--- src/rtl/gprq_pkg.sv ---
// Shared types and constants for the grid point radius query block.
// No dependencies.
package gprq_pkg;

    localparam int CoordW = 32;
    localparam int SumW   = 33;
    localparam int CellW  = 31;
    localparam int MaxW   = 20;
    localparam int QnW    = 16;
    localparam int PnW    = 6;
    localparam int StW    = 2;
    localparam int OpW    = 2;
    localparam int CfgIdxW = 1;
    localparam int CfgDataW = 31;
    // quotient of a 34-bit signed edge by a cell size of at least 1
    localparam int QuoW   = 34;

    typedef enum logic [OpW-1:0] {
        OP_CLEAR = 2'd0,
        OP_ADD   = 2'd1,
        OP_QUERY = 2'd2,
        OP_NONE  = 2'd3
    } op_t;

    typedef enum logic [StW-1:0] {
        ST_OK    = 2'd0,
        ST_INVAL = 2'd1,
        ST_RANGE = 2'd2
    } status_t;

    localparam logic [CfgIdxW-1:0] CFG_CELL_SIZE = 1'd0;
    localparam logic [CfgIdxW-1:0] CFG_MAX_CELLS = 1'd1;

    typedef struct packed {
        logic                     start;
        logic signed [QuoW-1:0]   dividend;
        logic [CellW-1:0]         divisor;
    } div_req_t;

    typedef struct packed {
        logic                     busy;
        logic                     done;
        logic signed [QuoW-1:0]   quotient;
    } div_rsp_t;

endpackage

--- src/rtl/gprq_floor_div.sv ---
// Bit-serial signed floor divider: one quotient bit per cycle.
// Depends on gprq_pkg.
module gprq_floor_div
    import gprq_pkg::*;
(
    input  logic     aclk,
    input  logic     aresetn,
    input  div_req_t req,
    output div_rsp_t rsp
);

    localparam int CntW = $clog2(QuoW + 1);

    logic              busy_reg, busy_next;
    logic              done_reg, done_next;
    logic              neg_reg, neg_next;
    logic [CntW-1:0]   cnt_reg, cnt_next;
    logic [QuoW-1:0]   num_reg, num_next;      // magnitude, shifted out
    logic [QuoW-1:0]   quo_reg, quo_next;
    logic [CellW:0]    rem_reg, rem_next;
    logic [CellW-1:0]  dvs_reg, dvs_next;
    logic [CellW+1:0]  trial;
    logic [CellW:0]    shifted;

    always_comb begin
        busy_next = busy_reg;
        done_next = 1'b0;
        neg_next  = neg_reg;
        cnt_next  = cnt_reg;
        num_next  = num_reg;
        quo_next  = quo_reg;
        rem_next  = rem_reg;
        dvs_next  = dvs_reg;
        shifted   = {rem_reg[CellW-1:0], num_reg[QuoW-1]};
        trial     = {1'b0, shifted} - {2'b00, dvs_reg};
        if (req.start) begin
            busy_next = 1'b1;
            neg_next  = req.dividend[QuoW-1];
            num_next  = req.dividend[QuoW-1] ? QuoW'(-req.dividend) : QuoW'(req.dividend);
            dvs_next  = (req.divisor == '0) ? CellW'(1) : req.divisor;
            rem_next  = '0;
            quo_next  = '0;
            cnt_next  = CntW'(QuoW);
        end else if (busy_reg) begin
            num_next = {num_reg[QuoW-2:0], 1'b0};
            if (!trial[CellW+1]) begin
                rem_next = trial[CellW:0];
                quo_next = {quo_reg[QuoW-2:0], 1'b1};
            end else begin
                rem_next = shifted;
                quo_next = {quo_reg[QuoW-2:0], 1'b0};
            end
            cnt_next = cnt_reg - CntW'(1);
            if (cnt_reg == CntW'(1)) begin
                busy_next = 1'b0;
                done_next = 1'b1;
                // floor for negative dividends: -(q) or -(q+1)
                if (neg_reg) begin
                    if ((!trial[CellW+1] ? trial[CellW:0] : shifted) != '0)
                        quo_next = ~quo_next;
                    else
                        quo_next = -quo_next;
                end
            end
        end
    end

    always_ff @(posedge aclk) begin
        if (!aresetn) begin
            busy_reg <= 1'b0;
            done_reg <= 1'b0;
        end else begin
            busy_reg <= busy_next;
            done_reg <= done_next;
        end
        neg_reg <= neg_next;
        cnt_reg <= cnt_next;
        num_reg <= num_next;
        quo_reg <= quo_next;
        rem_reg <= rem_next;
        dvs_reg <= dvs_next;
    end

    assign rsp.busy     = busy_reg;
    assign rsp.done     = done_reg;
    assign rsp.quotient = $signed(quo_reg);

endmodule

--- config.mk ---
export PLATFORM = sky130hd
export DESIGN_NAME = gprq_floor_div
export DESIGN_NICKNAME = d
export VERILOG_FILES = /design/src/rtl/gprq_pkg.sv /design/src/rtl/gprq_floor_div.sv
export SDC_FILE = /design/constraint.sdc
export NUM_CORES = 1
export LEC_CHECK = 0
export ABC_AREA = 1
export BUFFER_PORTS_ARGS = -buffer_cell sky130_fd_sc_hd__buf_2
export CAP_MARGIN = 15
export CELL_PAD_IN_SITES_DETAIL_PLACEMENT = 1
export CELL_PAD_IN_SITES_GLOBAL_PLACEMENT = 2
export CORE_ASPECT_RATIO = 0.6
export CORE_MARGIN = 2
export CORE_UTILIZATION = 33
export CTS_CLUSTER_DIAMETER = 120
export CTS_CLUSTER_SIZE = 30
export DETAILED_ROUTE_END_ITERATION = 8
export GPL_TIMING_DRIVEN = 0
export PLACE_DENSITY_LB_ADDON = 0.1
export SKIP_CTS_REPAIR_TIMING = 1
export SLEW_MARGIN = 20
export SYNTH_ARGS = -nofsm -noshare
export SYNTH_HDL_FRONTEND = slang
export SYNTH_SLANG_ARGS = --single-unit
export TNS_END_PERCENT = 10
--- constraint.sdc ---
create_clock -name aclk -period 3.9 [get_ports aclk]
set_input_delay 0.195 -clock aclk [delete_from_list [all_inputs] [get_ports aclk]]
set_output_delay 0.195 -clock aclk [all_outputs]
set_load 0.01 [all_outputs]
### Word-level counts from Yosys, hierarchy flattened

Cells that the tools add are included.

| storage, ports and cells | value |
|---|---|
| flip-flop bits (word level) | 139 |
| output and inout bits | 36 |

| cells by class | value |
|---|---|
| add/subtract/negate cells | 4 |
| equality and inequality tests | 1 |
| mux-type cells | 14 |
| bitwise gates (word level) | 3 |
| reduce and logical (&&, ||, !) cells | 4 |

Operators by type and width:

| kind | number |
|---|---|
| $mux W34 | 8 |
| $neg A34 Y34 | 2 |
| $not A34 Y34 | 1 |
| $sub A32 B31 Y33 | 1 |
| $mux W32 | 1 |
| $reduce_bool A32 Y1 | 1 |
| $logic_not A31 Y1 | 1 |
| $eq A6 B1 Y1 const B | 1 |
| $sub A6 B1 Y6 const B | 1 |
| $mux W1 | 5 |
| $reduce_or A3 Y1 | 1 |
| $not A1 Y1 | 2 |
| $reduce_bool A2 Y1 | 1 |

### Logic depth before layout (Yosys ltp)

Gate-level depths: netlist (run 1).

| depth | value |
|---|---|
| depth in word-level cells | 8 |
| gate-level depth with buffers | 29 |
| depth with buffers taken out | 28 |

### Least setup slack after synthesis (run 1)

OpenSTA, ideal clock, no wires.

| timing | value |
|---|---|
| path kind | register to register |
| start point | reg num_reg[33] |
| end point | reg quo_reg[32] |
| library setup time | 113 ps |
| arrival | 3204 ps |
| data required time | 3787 ps |
| slack | 583 ps |
| stages on the path, launching flop included | 29 |
| buffers on the path | 1 |
| period minus slack after synthesis | 3317 ps |
| cell sequence | edfxtp_1 inv_1 ha_1 fa_1 inv_1 nand2_1 nand2_1 nand3_1 nand2_1 nand2_1 nand2_2 nand2_4 nand2_4 inv_4 buf_6 ha_1 nand3_1 nor2_1 nand3_1 nor3_1 nand2_1 inv_1 nand2_1 inv_1 nand3_1 o41ai_1 nand3_1 nand3_1 nand2_1 |

| on the way | value |
|---|---|
| word-level cells in the longest chain between the ends | 8 |
| elaborated cells on any way between the ends | 10 |
| classes of those cells | 2 x add/sub; 7 x mux; 1 x reduce/logical |

RTL lines:

| what | RTL line | RTL |
|---|---|---|
| from (decl) | gprq_floor_div.sv:18 | `logic [QuoW-1:0] num_reg, num_next;` |
| from (signal assigned) | gprq_floor_div.sv:78 | `num_reg <= num_next;` |
| $sub A32 B31 Y33 | gprq_floor_div.sv:35 | `trial = {1'b0, shifted} - {2'b00, dvs_reg};` |
| $mux W1 | gprq_floor_div.sv:46 | `if (!trial[CellW+1]) begin` |
| $mux W34 | gprq_floor_div.sv:44 | `end else if (busy_reg) begin` |
| $mux W34 | gprq_floor_div.sv:36 | `if (req.start) begin` |
| $neg A34 Y34 | gprq_floor_div.sv:62 | `quo_next = -quo_next;` |
| $mux W34 * | gprq_floor_div.sv:59 | `if ((!trial[CellW+1] ? trial[CellW:0] : shifted) != '0)` |
| $mux W34 * | gprq_floor_div.sv:58 | `if (neg_reg) begin` |
| $mux W34 * | gprq_floor_div.sv:54 | `if (cnt_reg == CntW'(1)) begin` |
| to (signal assigned) | gprq_floor_div.sv:79 | `quo_reg <= quo_next;` |
| to (decl) | gprq_floor_div.sv:19 | `logic [QuoW-1:0] quo_reg, quo_next;` |

Every way passes the cells marked *; elsewhere a longest branch is shown, timed or not. The select of a mux whose other input is x is not followed.
A chain may end at the register's enable or synchronous reset.

### Final worst setup path (run 1)

| timing | value |
|---|---|
| start point | reg num_reg[33] |
| end point | reg quo_reg[33] |

The elaborated chain is that of the path after synthesis.

==> flow_summary.ini, run 1 <==
[routing]
drt_first_pass_iters = 4
post_drt_wl_per_cell_um = 16.36
drt-initial-drc-count = 670
route.vias.total = 10080
drt_wl_total_mm = 34.41
ant_nets = 0
post-route-drc-count = 0
via_per_inst = 4.794

[logic_synthesis]
ys_seq_area_share_pct = 34.56
syn-num-nets = 1653
synth-main-ff-cell = dfxtp_1
postSynthAreaPerCell_sq_um = 6.432
syn-cell-area_sq_um = 9963
ys_warn_count = 0
synth_edf_count = 66
ys_ff_latch = 139
synth.distinct_cells = 46
async_reset_ff_share_pct = 0
syn_inst = 1549

[clock_network]
cts_root_buf = clkbuf_16
tritoncts = built
clkLatencyLatePin_ns = 0.45
htreeDepth = 4
clkTransAtPathRegs_ns = 0.07
cts_num_sinks = 139
cts_inserted_buffers = 17
clk_path_buf_depth = 2

[sta]
fmax_ghz = 0.2741
hold-worst-slack_ns = 0.007203
finalSetupViolCount = 0
fin_crit_ns = 3.648
maxSlewViolCount = 0
relSlewSlack_pct = 31.76
post-route-period-util_pct = 93.54
fin_skew_ns = 0.01418
worstMarginPinSlew_ns = 1.024
hold_viol_final = 0

[placement]
hpwl_mm = 27.77
placed_area_sq_um = 10990
gp_congestion = 0.8630
placed_cells = 2060
port_buffers = 103

[cells_and_area]
drive_above_1_share_pct = 12.51
nNetsFinal = 1786
final_util_pct = 39.58
n_antenna_cell = 0
final_cell_count_no_fill = 2103
fin_area_sq_um = 11820
final_cell_mix = 558 x nand2_1, 242 x inv_1, 132 x nand3_1, 108 x buf_2, 104 x nor2_1
syn_to_final_growth_pct = 18.62
final_common_cell = nand2_1

[worst_setup_path]
cp_max_fo = 10
rr_startpoint = num_reg[33]$_DFFE_PP_
crit_start = num_reg[33]$_DFFE_PP_
crit_path_end_kind = flop
start_kind = flop
path_common_cell = nand2_1
crit_arrival_ns = 4.03
cp_slowest_cell = fa_2
worstPathRequired_ns = 4.29
cpPeakStageDelay_ns = 0.41
crit_type = reg -> reg

[global_routing]
grt_pass1_wl_mm = 54.72
grt_max_degree = 44
grt_usage_pct = 22.20
antenna_found_initial = 0
grt_pass1_vias = 9823
grt.overflow.total = 0

[die]
die_w_um = 228.3
die-area_sq_um = 31640
die_h_um = 138.6
ios = 104
start_util_pct = 33.37
num_rows = 49
core_area_sq_um = 29860

[worst_hold_path]
hold_path_class = in -> reg
hp-start = req[4]

[status]
status = finished, final reports clean

[power_and_ir_drop]
finalPower_mw = 3.773
vdd_drop_max_v = 0.0003197
p_leak_nw = 6.322
power_density_nw_per_um2 = 319.2

[flow_run]
maxCapViolCount = 0
## through the flow
stage | setup slack, ns | setup TNS, ns
after floorplan | 0.5831 | 0
after global placement | -0.4966 | -1.041
after detailed placement | -0.4601 | -0.8899
after CTS | -0.5080 | -1.116
after global routing | -0.01280 | -0.01280
final | 0.2519 | 0
## power breakdown
| part | switching (mW) | internal [mW] |
|---|---|---|
| clock network | 0.729 | 0.958 |
| logic | 0.298 | 0.146 |
| registers | 0.0249 | 1.62 |
| total | 1.05 | 2.72 |
## path summary, 6_finish.rpt
| kind | to | slack [ns] | depth (start not counted) |
|---|---|---|---|
| worst max-delay path | quo_reg[33]$_SDFFE_PP0P_ | 0.25 | 25 |
| worst min-delay path | dvs_reg[4]$_SDFFCE_PN0P_ | 0.007 | 2 |
| worst max register to register | quo_reg[33]$_SDFFE_PP0P_ | 0.25 | 25 |
| worst min register to register | quo_reg[33]$_SDFFE_PP0P_ | 0.48 | 2 |
## routing by layer
metal  share of wire (%)  global-route usage [%]
met5                   0                       0
met4                0.56                   4.128
met3                 4.4                   4.009
met2                  40                   31.02
met1                  55                   35.14
## kinds of logic (layout without fill, tap and decap cells)
| group | count (synthesis) | after routing | share of synthesized area, % |
|---|---|---|---|
| AOI/OAI and AO/OA | 127 | 127 | 7.158 |
| and+or+nand+nor | 890 | 890 | 37.55 |
| adders and majority gates | 36 | 36 | 4.596 |
| DFF | 139 | 139 | 34.56 |
| buffers and inverters | 322 | 468 | 13.06 |
| xor gates and xnor gates | 35 | 35 | 3.077 |
## Yosys cell counts, types with 2 or more instances
cell type	number	area (sq um)
nand2_1	563	2113
inv_1	244	915.9
nand3_1	136	680.7
nor2_1	105	394.1
dfxtp_1	73	1461
edfxtp_1	66	1982
o21ai_0	64	320.3
clkbuf_1	56	210.2
ha_1	35	437.9
a21oi_1	29	145.1
xor2_1	26	227.7
nand4_1	18	112.6
nor3_1	15	75.07
nor4_1	14	87.58
xnor2_1	9	78.83
a22o_1	8	70.07
or2_2	8	50.05
buf_6	7	78.83
nand3b_1	7	52.55
buf_2	6	30.03
and2_1	5	31.28
nand2_2	5	31.28
nor2_2	5	31.28
o22ai_1	5	31.28
o31ai_1	5	37.54
a31oi_1	4	25.02
o21ai_1	4	20.02
inv_2	3	11.26
buf_4	2	15.01
buf_8	2	30.03
nand2_4	2	22.52
nand3_2	2	20.02
o21bai_1	2	15.01
o41ai_1	2	17.52
## worst max-delay path, delay by kind of cell (launching register included)
kind / cells / cell delay, ns
simple gates: 18 / 1.84
flops: 1 / 0.36
buf+inv: 5 / 0.75
fa+ha+maj: 2 / 0.60
## final cells by class
class | count | area [sq um]
inverters | 249 | 947.2
well taps | 408 | 510.5
clock buffers | 18 | 429.2
plain buffers | 72 | 359.1
repair buffers | 115 | 613.1
flip-flops and latches | 139 | 3443
clock inverters | 14 | 161.4
fillers | 3954 | 18040
multi-input cells | 1088 | 5355
No activity file was read; power rests on OpenSTA's default activity.
==> run 2, diff against run 1 <==
==> constraint.sdc (replaced) <==
create_clock -name aclk -period 3.9 [get_ports aclk]
set_input_delay 0.78 -clock aclk [delete_from_list [all_inputs] [get_ports aclk]]
set_output_delay 0.78 -clock aclk [all_outputs]
set_load 0.01 [all_outputs]
==> run 2 against run 1 <==
Compared with the run above: worst setup slack got worse by 0.058 ns; sequential share of layout area grew 0.074 points; via count rose by 0.14%; clock skew barely moved; combinational power about the same; register-to-register slack lost 0.06 ns; critical path type unchanged; largest power group unchanged.
==> flow_summary.ini, run 2 (synthesis gave the netlist of run 1 again) <==
[status]
status = finished, final reports clean

[sta]
maxSlewViolCount = 0
fmax_ghz = 0.2698
finalSetupViolCount = 0
fin_crit_ns = 3.706
hold-worst-slack_ns = 0.4770
worstMarginPinSlew_ns = 1.030
post-route-period-util_pct = 95.03
hold_viol_final = 0
relSlewSlack_pct = 31.36
fin_ws_ns = 0.1939
fin_skew_ns = 0.01458

[cells_and_area]
multi_input_area_sq_um = 5355
drive_above_1_share_pct = 12.53
n_antenna_cell = 0
syn_to_final_growth_pct = 18.32
final_cell_mix = 558 x nand2_1, 242 x inv_1, 132 x nand3_1, 108 x buf_2, 104 x nor2_1
nFillCells = 3957
seq_area_sq_um = 3443
final_common_cell = nand2_1
nNetsFinal = 1783

[flow_run]
maxCapViolCount = 0

[global_routing]
grt_pass1_vias = 9823
grt_max_degree = 44
grt_pass1_wl_mm = 54.72
grt_usage_pct = 22.20
antenna_found_initial = 0
grt.overflow.total = 0

[placement]
port_buffers = 103
hpwl_mm = 27.77
gp_congestion = 0.8630
dpl_worst_slack_ns = -0.4601

[worst_setup_path]
r2r_slack_ns = 0.19
crit_type = reg -> reg
start_kind = flop
path_common_cell = nand2_1
critPathBufInv = 5
crit_family = simple AND/OR/NAND/NOR gates
cp_slowest_cell = fa_2
crit_arrival_ns = 4.09
crit_path_end_kind = flop
worstPathRequired_ns = 4.29
cp_max_fo = 10
cpPeakStageDelay_ns = 0.41

[routing]
drt-initial-drc-count = 713
drt_wl_total_mm = 34.40
via_per_inst = 4.808
route.vias.total = 10100
ant_nets = 0
drt_first_pass_iters = 5
post_drt_wl_per_cell_um = 16.38
post-route-drc-count = 0

[worst_hold_path]
hold_path_class = reg -> reg

[power_and_ir_drop]
power_frac_clock_pct = 44.7
vdd_drop_max_v = 0.0003203
p_switching_mw = 1.051
comb_power_share_pct = 11.7
sequentialPowerShare_pct = 43.6
power_density_nw_per_um2 = 319.8
netSwitchingFraction_pct = 27.88
p_int_mw = 2.719
p_leak_nw = 6.309

[die]
die-area_sq_um = 31640
num_rows = 49
ios = 104
start_util_pct = 33.37
die_h_um = 138.6
core_area_sq_um = 29860
die_w_um = 228.3

[clock_network]
clk_path_buf_depth = 2
clkLatencyLatePin_ns = 0.45
tritoncts = built
clkTransAtPathRegs_ns = 0.07
cts_num_sinks = 139
cts_root_buf = clkbuf_16
htreeDepth = 4
cts_inserted_buffers = 17
## run 2: cell count changes in the layout (fill, tap and decap cells not counted)
cell	delta
dlygate4sd3_1	-3
## run 2: metal layers
metal / part of all wire [%] / wire length [um] / vias to the layer above / GRT usage (%)
li1: - / - / 5114 / -
met1: 55 / 19030 / 4793 / 35.14
met2: 40 / 13630 / 169 / 31.02
met3: 4.5 / 1541 / 20 / 4.009
met4: 0.58 / 201 / 0 / 4.128
met5: 0 / 0 / - / 0
## run 2: worst reg2reg max path, cell delays in order (launching register included)
cell,delay (ns)
edfxtp_1,0.36
inv_1,0.05
ha_2,0.19
fa_2,0.41
inv_1,0.12
nand2_1,0.06
nand2_1,0.08
nand3_2,0.09
nand2_2,0.13
nand2_2,0.08
nand2_2,0.09
nand2_4,0.10
nand2_8,0.10
buf_2,0.27
nand3_1,0.24
nand2_1,0.15
nor2_1,0.06
nand2_1,0.17
nor2_2,0.09
nand3_2,0.10
nand2_2,0.07
buf_6,0.15
buf_6,0.15
nand3_1,0.08
nand3_1,0.16
nand2_1,0.12
## run 2: final cells by class
type | count | share of cell area (%)
Inverter | 249 | 8.034
Clock buffer | 18 | 3.640
Tap cell | 408 | 4.330
Sequential cell | 139 | 29.21
Clock inverter | 14 | 1.369
Buffer | 72 | 3.046
Timing Repair Buffer | 112 | 4.946
Multi-Input combinational cell | 1088 | 45.43
## run 2: path summary, 6_finish.rpt
path | from | end | depth (start not counted)
max | num_reg[33]$_DFFE_PP_ | quo_reg[33]$_SDFFE_PP0P_ | 25
min | quo_reg[33]$_SDFFE_PP0P_ | quo_reg[33]$_SDFFE_PP0P_ | 2
max reg2reg | num_reg[33]$_DFFE_PP_ | quo_reg[33]$_SDFFE_PP0P_ | 25
min reg2reg | quo_reg[33]$_SDFFE_PP0P_ | quo_reg[33]$_SDFFE_PP0P_ | 2
## run 2: power by group through the flow
stage / clock network, mW / logic (mW) / registers (mW)
floorplan: 0 / 0.262 / 1.67
global placement: 0 / 0.429 / 1.67
detailed placement: 0 / 0.439 / 1.67
CTS: 1.73 / 0.440 / 1.64
global route: 1.79 / 0.502 / 1.65
finish: 1.69 / 0.442 / 1.64
## run 2: per-stage QoR
stage          utilization, %  std cells  total power, mW  TNS (ns)  area [sq um]
2_1_floorplan               -       1549            1.927         0          9963
3_3_place_gp            36.81       2060            2.100    -13.54         10990
3_5_place_dp            36.82       2060            2.112   -0.8899         10990
4_1_cts                 38.80       2092            3.808    -1.116         11580
5_1_grt                 39.48       2100            3.941  -0.01280         11790
6_report                39.48       2100            3.770         0         11790
